===== src/design/dur_pkg.sv =====
// Shared types and constants for the duration string parser.
package dur_pkg;

    localparam int SEC_W = 63;
    localparam int NS_W  = 30;
    localparam int FD_W  = 4;
    localparam int UW    = 70;

    localparam logic [FD_W-1:0] FRAC_MAX = 4'd9;

    localparam logic [7:0] CH_TAB   = 8'h09;
    localparam logic [7:0] CH_CR    = 8'h0D;
    localparam logic [7:0] CH_SPACE = 8'h20;
    localparam logic [7:0] CH_POINT = 8'h2E;
    localparam logic [7:0] CH_ZERO  = 8'h30;
    localparam logic [7:0] CH_NINE  = 8'h39;
    localparam logic [7:0] CH_COLON = 8'h3A;

    typedef enum logic [1:0] {
        PH_LEAD,
        PH_BODY,
        PH_TRAIL,
        PH_ERROR
    } phase_t;

    typedef enum logic [1:0] {
        ST_IDLE,
        ST_MUL,
        ST_ADD,
        ST_FRAC
    } fsm_t;

endpackage


===== src/design/duration_string_parser.sv =====
// Duration string parser: streamed [[H:]M:]S[.fraction] to seconds and nanoseconds.
//
//   channel   handshake                   payload                         transaction
//   char      char_valid / char_stall     mode, ch                        one byte or end mark
//   result    result_valid / result_stall ok, seconds, nanoseconds        one parsed duration
//
// Character transactions are taken at one byte per cycle while no end transaction runs.
// An end transaction runs the shared 70-bit adder through the weighting steps
// (times 60, add, times 60, add), then scales the fraction once per missing fraction
// digit and writes the result; no other transaction is taken until it finishes.
// Reset clears all parse state; the parse state clears again after every end transaction.
// A result waiting on result_stall does not block characters, only the next end mark.

module duration_string_parser
    import dur_pkg::*;
#(
    parameter int MAX_COMPONENTS = 3
)
(
    input  logic              clk,
    input  logic              rst_n,
    input  logic              char_valid,
    output logic              char_stall,
    input  logic              mode,
    input  logic [7:0]        ch,
    output logic              result_valid,
    input  logic              result_stall,
    output logic              ok,
    output logic [SEC_W-1:0]  seconds,
    output logic [NS_W-1:0]   nanoseconds
);

    fsm_t              state_reg, state_next;
    phase_t            phase_reg, phase_next;
    logic [1:0]        count_reg, count_next;
    logic [SEC_W-1:0]  cur_reg, cur_next;
    logic [SEC_W-1:0]  hist_reg [2];
    logic [SEC_W-1:0]  hist_next [2];
    logic              point_reg, point_next;
    logic [FD_W-1:0]   fdig_reg, fdig_next;
    logic [NS_W-1:0]   frac_reg, frac_next;
    logic [SEC_W-1:0]  acc_reg, acc_next;
    logic              bad_reg, bad_next;
    logic              step_reg, step_next;
    logic              out_valid_reg, out_valid_next;
    logic              ok_reg, ok_next;
    logic [SEC_W-1:0]  sec_reg, sec_next;
    logic [NS_W-1:0]   ns_reg, ns_next;

    logic [UW-1:0]     unit_a, unit_b, unit_sum;
    logic [3:0]        unit_c;
    logic [SEC_W-1:0]  opnd;
    logic              char_fire, frac_more;
    logic              is_blank, is_digit, is_colon, is_point;
    logic              digit_ovf, take_ok, in_body;

    assign char_stall   = (state_reg != ST_IDLE) || (out_valid_reg && mode);
    assign char_fire    = char_valid && !char_stall;
    assign result_valid = out_valid_reg;
    assign ok           = ok_reg;
    assign seconds      = sec_reg;
    assign nanoseconds  = ns_reg;

    assign frac_more = point_reg && (fdig_reg < FRAC_MAX);
    assign is_blank  = (ch == CH_SPACE) || ((ch >= CH_TAB) && (ch <= CH_CR));
    assign is_digit  = (ch >= CH_ZERO) && (ch <= CH_NINE);
    assign is_colon  = (ch == CH_COLON);
    assign is_point  = (ch == CH_POINT);
    assign in_body   = (phase_reg == PH_BODY) || ((phase_reg == PH_LEAD) && !is_blank);

    // The one arithmetic unit: a + b + c.
    assign unit_sum  = unit_a + unit_b + UW'(unit_c);
    assign digit_ovf = (unit_sum[UW-1:SEC_W] != '0);
    assign opnd      = point_reg ? SEC_W'(frac_reg) : cur_reg;

    always_comb
    begin
        if (is_digit)
        begin
            take_ok = point_reg ? (fdig_reg < FRAC_MAX) : !digit_ovf;
        end
        else if (is_colon)
        begin
            take_ok = !point_reg && (count_reg < 2'(MAX_COMPONENTS));
        end
        else if (is_point)
        begin
            take_ok = !point_reg;
        end
        else
        begin
            take_ok = 1'b0;
        end
    end

    always_comb
    begin
        state_next = state_reg;
        unique case (state_reg)
            ST_IDLE:
            begin
                if (char_fire && mode)
                begin
                    state_next = ST_MUL;
                end
            end
            ST_MUL:
            begin
                state_next = ST_ADD;
            end
            ST_ADD:
            begin
                state_next = step_reg ? ST_FRAC : ST_MUL;
            end
            ST_FRAC:
            begin
                state_next = frac_more ? ST_FRAC : ST_IDLE;
            end
            default:
            begin
                state_next = ST_IDLE;
            end
        endcase
    end

    always_comb
    begin
        phase_next     = phase_reg;
        count_next     = count_reg;
        cur_next       = cur_reg;
        hist_next[0]   = hist_reg[0];
        hist_next[1]   = hist_reg[1];
        point_next     = point_reg;
        fdig_next      = fdig_reg;
        frac_next      = frac_reg;
        acc_next       = acc_reg;
        bad_next       = bad_reg;
        step_next      = step_reg;
        ok_next        = ok_reg;
        sec_next       = sec_reg;
        ns_next        = ns_reg;
        out_valid_next = out_valid_reg && result_stall;
        unit_a         = '0;
        unit_b         = '0;
        unit_c         = '0;

        unique case (state_reg)
            ST_IDLE:
            begin
                unit_a = UW'({opnd, 3'b000});
                unit_b = UW'({opnd, 1'b0});
                unit_c = ch[3:0];
                if (char_fire && mode)
                begin
                    acc_next  = hist_reg[1];
                    bad_next  = (phase_reg == PH_ERROR);
                    step_next = 1'b0;
                end
                else if (char_fire)
                begin
                    if (in_body)
                    begin
                        if (take_ok)
                        begin
                            phase_next = PH_BODY;
                            if (is_digit)
                            begin
                                if (point_reg)
                                begin
                                    frac_next = unit_sum[NS_W-1:0];
                                    fdig_next = fdig_reg + 1'b1;
                                end
                                else
                                begin
                                    cur_next = unit_sum[SEC_W-1:0];
                                    if (count_reg == 2'd0)
                                    begin
                                        count_next = 2'd1;
                                    end
                                end
                            end
                            else if (is_colon)
                            begin
                                if (count_reg == 2'd0)
                                begin
                                    count_next = 2'd1;
                                end
                                else
                                begin
                                    hist_next[1] = hist_reg[0];
                                    hist_next[0] = cur_reg;
                                    cur_next     = '0;
                                    count_next   = count_reg + 1'b1;
                                end
                            end
                            else
                            begin
                                point_next = 1'b1;
                                fdig_next  = '0;
                                frac_next  = '0;
                            end
                        end
                        else
                        begin
                            phase_next = is_blank ? PH_TRAIL : PH_ERROR;
                        end
                    end
                    else if ((phase_reg == PH_TRAIL) && !is_blank)
                    begin
                        phase_next = PH_ERROR;
                    end
                end
            end
            ST_MUL:
            begin
                // Multiply by 60 as 64x - 4x.
                unit_a   = UW'({acc_reg, 6'b000000});
                unit_b   = ~UW'({acc_reg, 2'b00});
                unit_c   = 4'd1;
                acc_next = unit_sum[SEC_W-1:0];
                if (unit_sum[UW-1:SEC_W] != '0)
                begin
                    bad_next = 1'b1;
                end
            end
            ST_ADD:
            begin
                unit_a    = UW'(acc_reg);
                unit_b    = UW'(step_reg ? cur_reg : hist_reg[0]);
                acc_next  = unit_sum[SEC_W-1:0];
                step_next = 1'b1;
                if (unit_sum[SEC_W])
                begin
                    bad_next = 1'b1;
                end
            end
            ST_FRAC:
            begin
                unit_a = UW'({frac_reg, 3'b000});
                unit_b = UW'({frac_reg, 1'b0});
                if (frac_more)
                begin
                    frac_next = unit_sum[NS_W-1:0];
                    fdig_next = fdig_reg + 1'b1;
                end
                else
                begin
                    out_valid_next = 1'b1;
                    ok_next        = !bad_reg;
                    sec_next       = bad_reg ? '0 : acc_reg;
                    ns_next        = bad_reg ? '0 : frac_reg;
                    phase_next     = PH_LEAD;
                    count_next     = '0;
                    cur_next       = '0;
                    hist_next[0]   = '0;
                    hist_next[1]   = '0;
                    point_next     = 1'b0;
                    fdig_next      = '0;
                    frac_next      = '0;
                end
            end
            default:
            begin
                unit_a = '0;
            end
        endcase
    end

    always_ff @(posedge clk or negedge rst_n)
    begin
        if (!rst_n)
        begin
            state_reg     <= ST_IDLE;
            phase_reg     <= PH_LEAD;
            count_reg     <= '0;
            cur_reg       <= '0;
            hist_reg[0]   <= '0;
            hist_reg[1]   <= '0;
            point_reg     <= 1'b0;
            fdig_reg      <= '0;
            frac_reg      <= '0;
            bad_reg       <= 1'b0;
            step_reg      <= 1'b0;
            out_valid_reg <= 1'b0;
        end
        else
        begin
            state_reg     <= state_next;
            phase_reg     <= phase_next;
            count_reg     <= count_next;
            cur_reg       <= cur_next;
            hist_reg[0]   <= hist_next[0];
            hist_reg[1]   <= hist_next[1];
            point_reg     <= point_next;
            fdig_reg      <= fdig_next;
            frac_reg      <= frac_next;
            bad_reg       <= bad_next;
            step_reg      <= step_next;
            out_valid_reg <= out_valid_next;
        end
    end

    always_ff @(posedge clk)
    begin
        acc_reg <= acc_next;
        ok_reg  <= ok_next;
        sec_reg <= sec_next;
        ns_reg  <= ns_next;
    end

    a_end_starts: assert property (@(posedge clk) disable iff (!rst_n)
        (char_fire && mode) |=> (state_reg == ST_MUL))
        else $error("End transaction did not start the weighting sequence.");

    a_fail_zero: assert property (@(posedge clk) disable iff (!rst_n)
        (result_valid && !ok) |-> ((seconds == '0) && (nanoseconds == '0)))
        else $error("Failed parse reported nonzero fields.");

    a_ns_range: assert property (@(posedge clk) disable iff (!rst_n)
        result_valid |-> (nanoseconds < NS_W'(1000000000)))
        else $error("Nanoseconds out of range.");

    a_fdig_limit: assert property (@(posedge clk) disable iff (!rst_n)
        fdig_reg <= FRAC_MAX)
        else $error("Fraction digit count exceeded nine.");

    a_lead_clean: assert property (@(posedge clk) disable iff (!rst_n)
        (phase_reg == PH_LEAD) |-> ((count_reg == 2'd0) && !point_reg))
        else $error("Parse state set while still in leading whitespace.");

endmodule


===== config.mk =====
export PLATFORM = sky130hd
export DESIGN_NAME = duration_string_parser
export DESIGN_NICKNAME = d
export VERILOG_FILES = /design/src/design/dur_pkg.sv /design/src/design/duration_string_parser.sv
export SDC_FILE = /design/constraint.sdc
export NUM_CORES = 1
export LEC_CHECK = 0
export BUFFER_PORTS_ARGS = -buffer_cell sky130_fd_sc_hd__buf_2
export CAP_MARGIN = 5
export CORE_MARGIN = 2
export CORE_UTILIZATION = 35
export CTS_CLUSTER_SIZE = 24
export DETAILED_ROUTE_END_ITERATION = 12
export GPL_TIMING_DRIVEN = 0
export SYNTH_ARGS = -nofsm -noshare
export SYNTH_HDL_FRONTEND = slang
export SYNTH_SLANG_ARGS = --single-unit

===== constraint.sdc =====
create_clock -name clk -period 13.6 [get_ports clk]
set_input_delay 2.04 -clock clk [delete_from_list [all_inputs] [get_ports clk]]
set_output_delay 2.04 -clock clk [all_outputs]
set_load 0.01 [all_outputs]

Word-level counts from Yosys, hierarchy flattened:

Cells that the tools add are included.

* add/subtract/negate cells: 4
* $lt $le $gt $ge: 6
* eq/ne operators: 28
* mux-type cells: 86
* bitwise gates (word level): 2
* reductions and logical operators: 38

Operators with widths (number)
* 2-to-1 mux 126 bit: 8
* 2-to-1 mux 63 bit: 12
* one-hot mux 70 bit (4 select lines): 2
* one-hot mux 126 bit (2 select lines): 1
* one-hot mux 63 bit (2 select lines): 2
* 2-to-1 mux 30 bit: 8
* adder 70 x 4 -> 70 bit: 1
* adder 70 bit: 1
* NOT 65 -> 70 bit: 1
* one-hot mux 30 bit (2 select lines): 1
* 2-to-1 mux 2 bit: 18
* 2-to-1 mux 4 bit: 8
* AND reduction 9 bit: 3
* == test 8 x 6 -> 1 bit, second input constant: 3
* != test 2 bit, second input constant: 12
* != test 3 bit, second input constant: 7
* 2-to-1 mux 1 bit: 18
* one-hot mux 4 bit (2 select lines): 2
* logical AND 1 bit: 10
* == test 2 bit, second input constant: 4
* >= comparator 8 x 4 -> 1 bit, second input constant: 1
* >= comparator 8 x 6 -> 1 bit, second input constant: 1
* <= comparator 8 x 4 -> 1 bit, second input constant: 1
* <= comparator 8 x 6 -> 1 bit, second input constant: 1
* 22 further kinds: 38

* register bits: 390
* input bits: 13
* output and inout port bits: 96
* word-level logic and storage cells: 180

Depth between registers and ports, before layout:

* depth in word-level cells: 13
* gate-level depth with buffers: 24
* mapped depth without buffers: 19

Least setup slack after synthesis:

Ideal clock, no wire load.

* path kind: input port to flip-flop
* start: in mode
* end: reg bad_reg
* arrival time: 6.344 ns
* path slack: 7.177 ns
* stages: 6
* buffers on the path: 0
* cells stage by stage: inv_1 -> or3_1 -> a21oi_1 -> a21bo_2 -> a21oi_1 -> mux2i_1

* cells in the longest elaborated chain, start to end: 7

Ends and longest elaborated chain
* start: declaration: line duration_string_parser.sv:24 `input logic mode,`
* logical AND 1 bit: line duration_string_parser.sv:57 `assign char_stall = (state_reg != ST_IDLE) || (out_valid_reg && mode);`
* logical OR 1 bit: line duration_string_parser.sv:57
* logical NOT 1 bit: line duration_string_parser.sv:58 `assign char_fire = char_valid && !char_stall;`
* logical AND 1 bit: line duration_string_parser.sv:58
* logical AND 1 bit (*): line duration_string_parser.sv:153 `if (char_fire && mode)`
* != test 2 bit (no line) (*)
* AND reduction 4 bit (no line) (*)
* end signal: assignment: line duration_string_parser.sv:297 `bad_reg <= bad_next;`
* end: declaration: line duration_string_parser.sv:43 `logic bad_reg, bad_next;`

Every way passes the cells marked *; elsewhere a longest branch is shown, timed or not.
A chain may end at the register's enable or synchronous reset.

Final worst setup path:

* start: reg state_reg[0]
* end: reg acc_reg[61] (data pin)

* cells in the longest elaborated chain, start to end: 5
* elaborated cells on any way between the ends: 11

Ends and longest elaborated chain
* start: declaration: line duration_string_parser.sv:33 `fsm_t state_reg, state_next;`
* start signal: assignment: line duration_string_parser.sv:288 `state_reg <= state_next;`
* == test 2 bit (tied with other cells): line duration_string_parser.sv:147 `unique case (state_reg)`
* one-hot mux 70 bit (4 select lines): line duration_string_parser.sv:147
* adder 70 bit: line duration_string_parser.sv:72 `assign unit_sum = unit_a + unit_b + UW'(unit_c);`
* adder 70 x 4 -> 70 bit: line duration_string_parser.sv:72
* one-hot mux 63 bit (2 select lines) (*): line duration_string_parser.sv:147
* net acc_next[61]: line duration_string_parser.sv:42 `logic [SEC_W-1:0] acc_reg, acc_next;`
* end signal: assignment: line duration_string_parser.sv:305 `acc_reg <= acc_next;`
* end: declaration: line duration_string_parser.sv:42

Mark *: on every way through the listed nets, which the timed path passes. The rest lies on a longest branch. The select of a mux whose other input is x is not followed.

==> results by group <==
Status
  • Status: finished clean

Final layout
  • P&R area growth vs syn: 13.5%
  • Largest register FFs: 126
  • Layout cells sized above 1: 13.4%
  • Post-route insts no fill: 3,759
  • Net count, final: 2,946
  • N_diodes: 0
  • Layout fillers: 7,068

Clock network
  • Post-CTS setup buffers: 0
  • Worst-Skew Late Latency: 590 ps
  • Clock Sinks: 390
  • Total CTS buffers: 42
  • CTS Buffer Depth: 3
  • Cts hold-fix bufs: 0
  • CTS tree: yes
  • Clk slew on worst S/H paths: 60 ps
  • CTS Root Cell: clkbuf_16
  • Post-CTS sizing: 0
  • H-Tree Depth: 2

Setup path
  • Crit path depth: 20
  • Worst Path Max Fanout: 10
  • CP max stage cell: clkbuf_1
  • CP delay by family, top: compound AO/OA/AOI/OAI gates
  • Buf+Inv Stages, Crit Path: 3
  • Most used cell, CP: o21ai_0
  • Max incr delay on CP: 720 ps
  • Crit path DAT: 8450 ps
  • Crit Path Class: reg2reg
  • CP startpoint kind: flop
  • WP data required: 13,930 ps
  • Setup crit end kind: flop
  • Critical path, cell by cell: ha_1 -> clkbuf_1 -> clkbuf_1 -> buf_1 -> a22oi_1 -> o21ai_0 -> fa_1 -> ha_1 -> fa_1 -> a211oi_1 -> nor3_1 -> o21ai_0 -> a311oi_1 -> a211oi_2 -> o21ai_0 -> a31oi_1 -> o21bai_1 -> a21o_1 -> xnor2_1 -> mux2_2
  • Worst R2R Path Depth: 20

Yosys
  • Sequential-to-total area share from yosys stat: 42.2%
  • EDFF count, synth: 157
  • Asr flop ratio synth: 59.7%
  • Synth unique cells: 84
  • Area contributors post-synth: dfrtp_1 (23%), edfxtp_1 (19%), ha_1 (7.1%)
  • Post-Syn Area per Cell: 9.52 µm²
  • Dominant synthesized flop cell: dfrtp_1
  • Yosys warnings: 0
  • Yosys top cell by area: dfrtp_1
  • Post-Syn Instances: 2,625
  • Syn Nets: 2,785
  • Mapped Area: 25,000 µm²
  • Register bit total from synthesis: 390
  • Synth top area share: 23.3%

Timing
  • Setup TNS: 0 ps
  • Fmax: 123 MHz
  • # setup viols final: 0
  • Slew of the pin with the lowest slew margin: 1190 ps
  • Final Hold Fails: 0
  • RSZ-0062 raised after global routing: no
  • Final Skew: 27.2 ps
  • Crit path time final: 8120 ps
  • Rel. slew slack: 20.5%
  • Tcrit/Tclk final: 59.7%
  • WHS: 481 ps
  • PnR worst setup slack: 5480 ps
  • Slew Viols, Final: 0

Drt
  • DR WL/cell: 22.9 µm
  • DR vias: 21.2k
  • Drt total wl: 86,100 µm
  • Remaining DRCs: 0
  • DR iter-0 viols: 2,300
  • TritonRoute pass-1 iters: 5
  • Antenna Violating Nets Remaining: 0
  • Vias per std cell: 5.65

Floorplan
  • Core ar.: 70,400 µm²
  • Overall die width: 271 µm
  • Io pins: 109
  • Rows: 97
  • Initial Util: 35.5%
  • Die ar.: 73,500 µm²
  • Die Ht: 271 µm

Global route
  • Total Routing Usage GR: 22.9%
  • Vias in the first global route: 20.6k
  • First-pass GRT wire length: 130,000 µm
  • Initial antenna violation count: 1
  • Pin count of the biggest net entering global routing: 112
  • Grt total ovfl: 0

Placement
  • PortBufs: 108
  • Placed insts: 3,682
  • Post-Place Setup Slack: 5740 ps
  • GPL Wtd Cong: 0.950
  • Hpwl dp: 64,200 µm

Flow run
  • MaxCap Viol Count: 0

Min path
  • Worst hold stages: 2
  • Hold Path Class: reg2reg
Yosys cell counts (24+ instances only):
master / number
a211oi_1: 37
a21o_1: 24
a21oi_1: 196
a221oi_1: 61
a22oi_1: 33
a31oi_1: 40
and2_1: 36
clkbuf_1: 142
dfrtp_1: 233
edfxtp_1: 157
ha_1: 142
inv_1: 123
mux2_2: 101
mux2_4: 27
mux2i_1: 59
nand2_1: 291
nand2b_1: 105
nand3b_1: 26
nor2_1: 197
nor2b_1: 67
o21ai_0: 170
o31ai_1: 64
xnor2_1: 33
xor2_1: 30
worst min-delay path, cell delays in order, from the launching register on:
cell and delay, ps:
dfrtp_1 340, nand2_1 50, o21ai_0 60
cells by family after synthesis:
family          after synthesis  synth area share [%]
fa+ha+maj                   147                  7.51
simple gates                810                  15.6
compound gates              721                  18.9
mux                         187                  8.54
flops                       390                  42.2
xor+xnor                     63                  2.21
buf+inv                     307                  5.09
cells in the final DEF, fill, tap and decap left out, types with 44 or more instances in the layout:
master,instances
nand2b_1,105
o31ai_1,64
nor2_1,197
inv_1,123
mux2_2,101
nand2_1,291
ha_1,142
dfrtp_1,233
mux2i_1,59
clkbuf_1,151
buf_2,124
a221oi_1,61
a21oi_1,195
o21ai_0,170
edfxtp_1,157
clkbuf_16,44
nor2b_1,66
cell type report:
cell class	count	area (µm²)	area share, %
Buffer	182	802	2.83
Clock buffer	58	1200	4.24
Clock inverter	19	199	0.701
Inverter	125	469	1.65
Multi-Input combinational cell	1928	13200	46.5
Sequential cell	390	10500	37.2
Tap cell	940	1180	4.15
Timing Repair Buffer	117	776	2.74
per-stage QoR:
step / utilization, % / area, µm²
final: 40.3 / 28400
after global placement: 37.9 / 26700
after floorplan: - / 25000
after global routing: 40.3 / 28400
after CTS: 40.3 / 28400
after detailed placement: 38.3 / 27000
metal layers:
metal / track usage, % / vias to the layer above / routed length, µm
li1: - / 9737 / -
met1: 32.6 / 10500 / 38900
met2: 35.8 / 807 / 38300
met3: 3.81 / 160 / 6240
met4: 6.98 / 0 / 2610
met5: 0 / - / 0
worst paths after layout:
path                                                from                   endpoint  slack (ps)
worst max register to register  state_reg[0]$_DFFE_PN0N_      acc_reg[61]$_DFFE_PP_        5480
worst max-delay path            state_reg[0]$_DFFE_PN0N_      acc_reg[61]$_DFFE_PP_        5480
min in group asynchronous                          rst_n   hist_reg[23]$_DFFE_PN0P_        1290
max in group asynchronous                          rst_n  hist_reg[118]$_DFFE_PN0P_       11430
worst min-delay path            hist_reg[59]$_DFFE_PN0P_   hist_reg[59]$_DFFE_PN0P_         480
worst min register to register  hist_reg[59]$_DFFE_PN0P_   hist_reg[59]$_DFFE_PN0P_         480
Power is not shown: default switching activity piles up to over one toggle a cycle in this logic, so the estimate is an artifact.
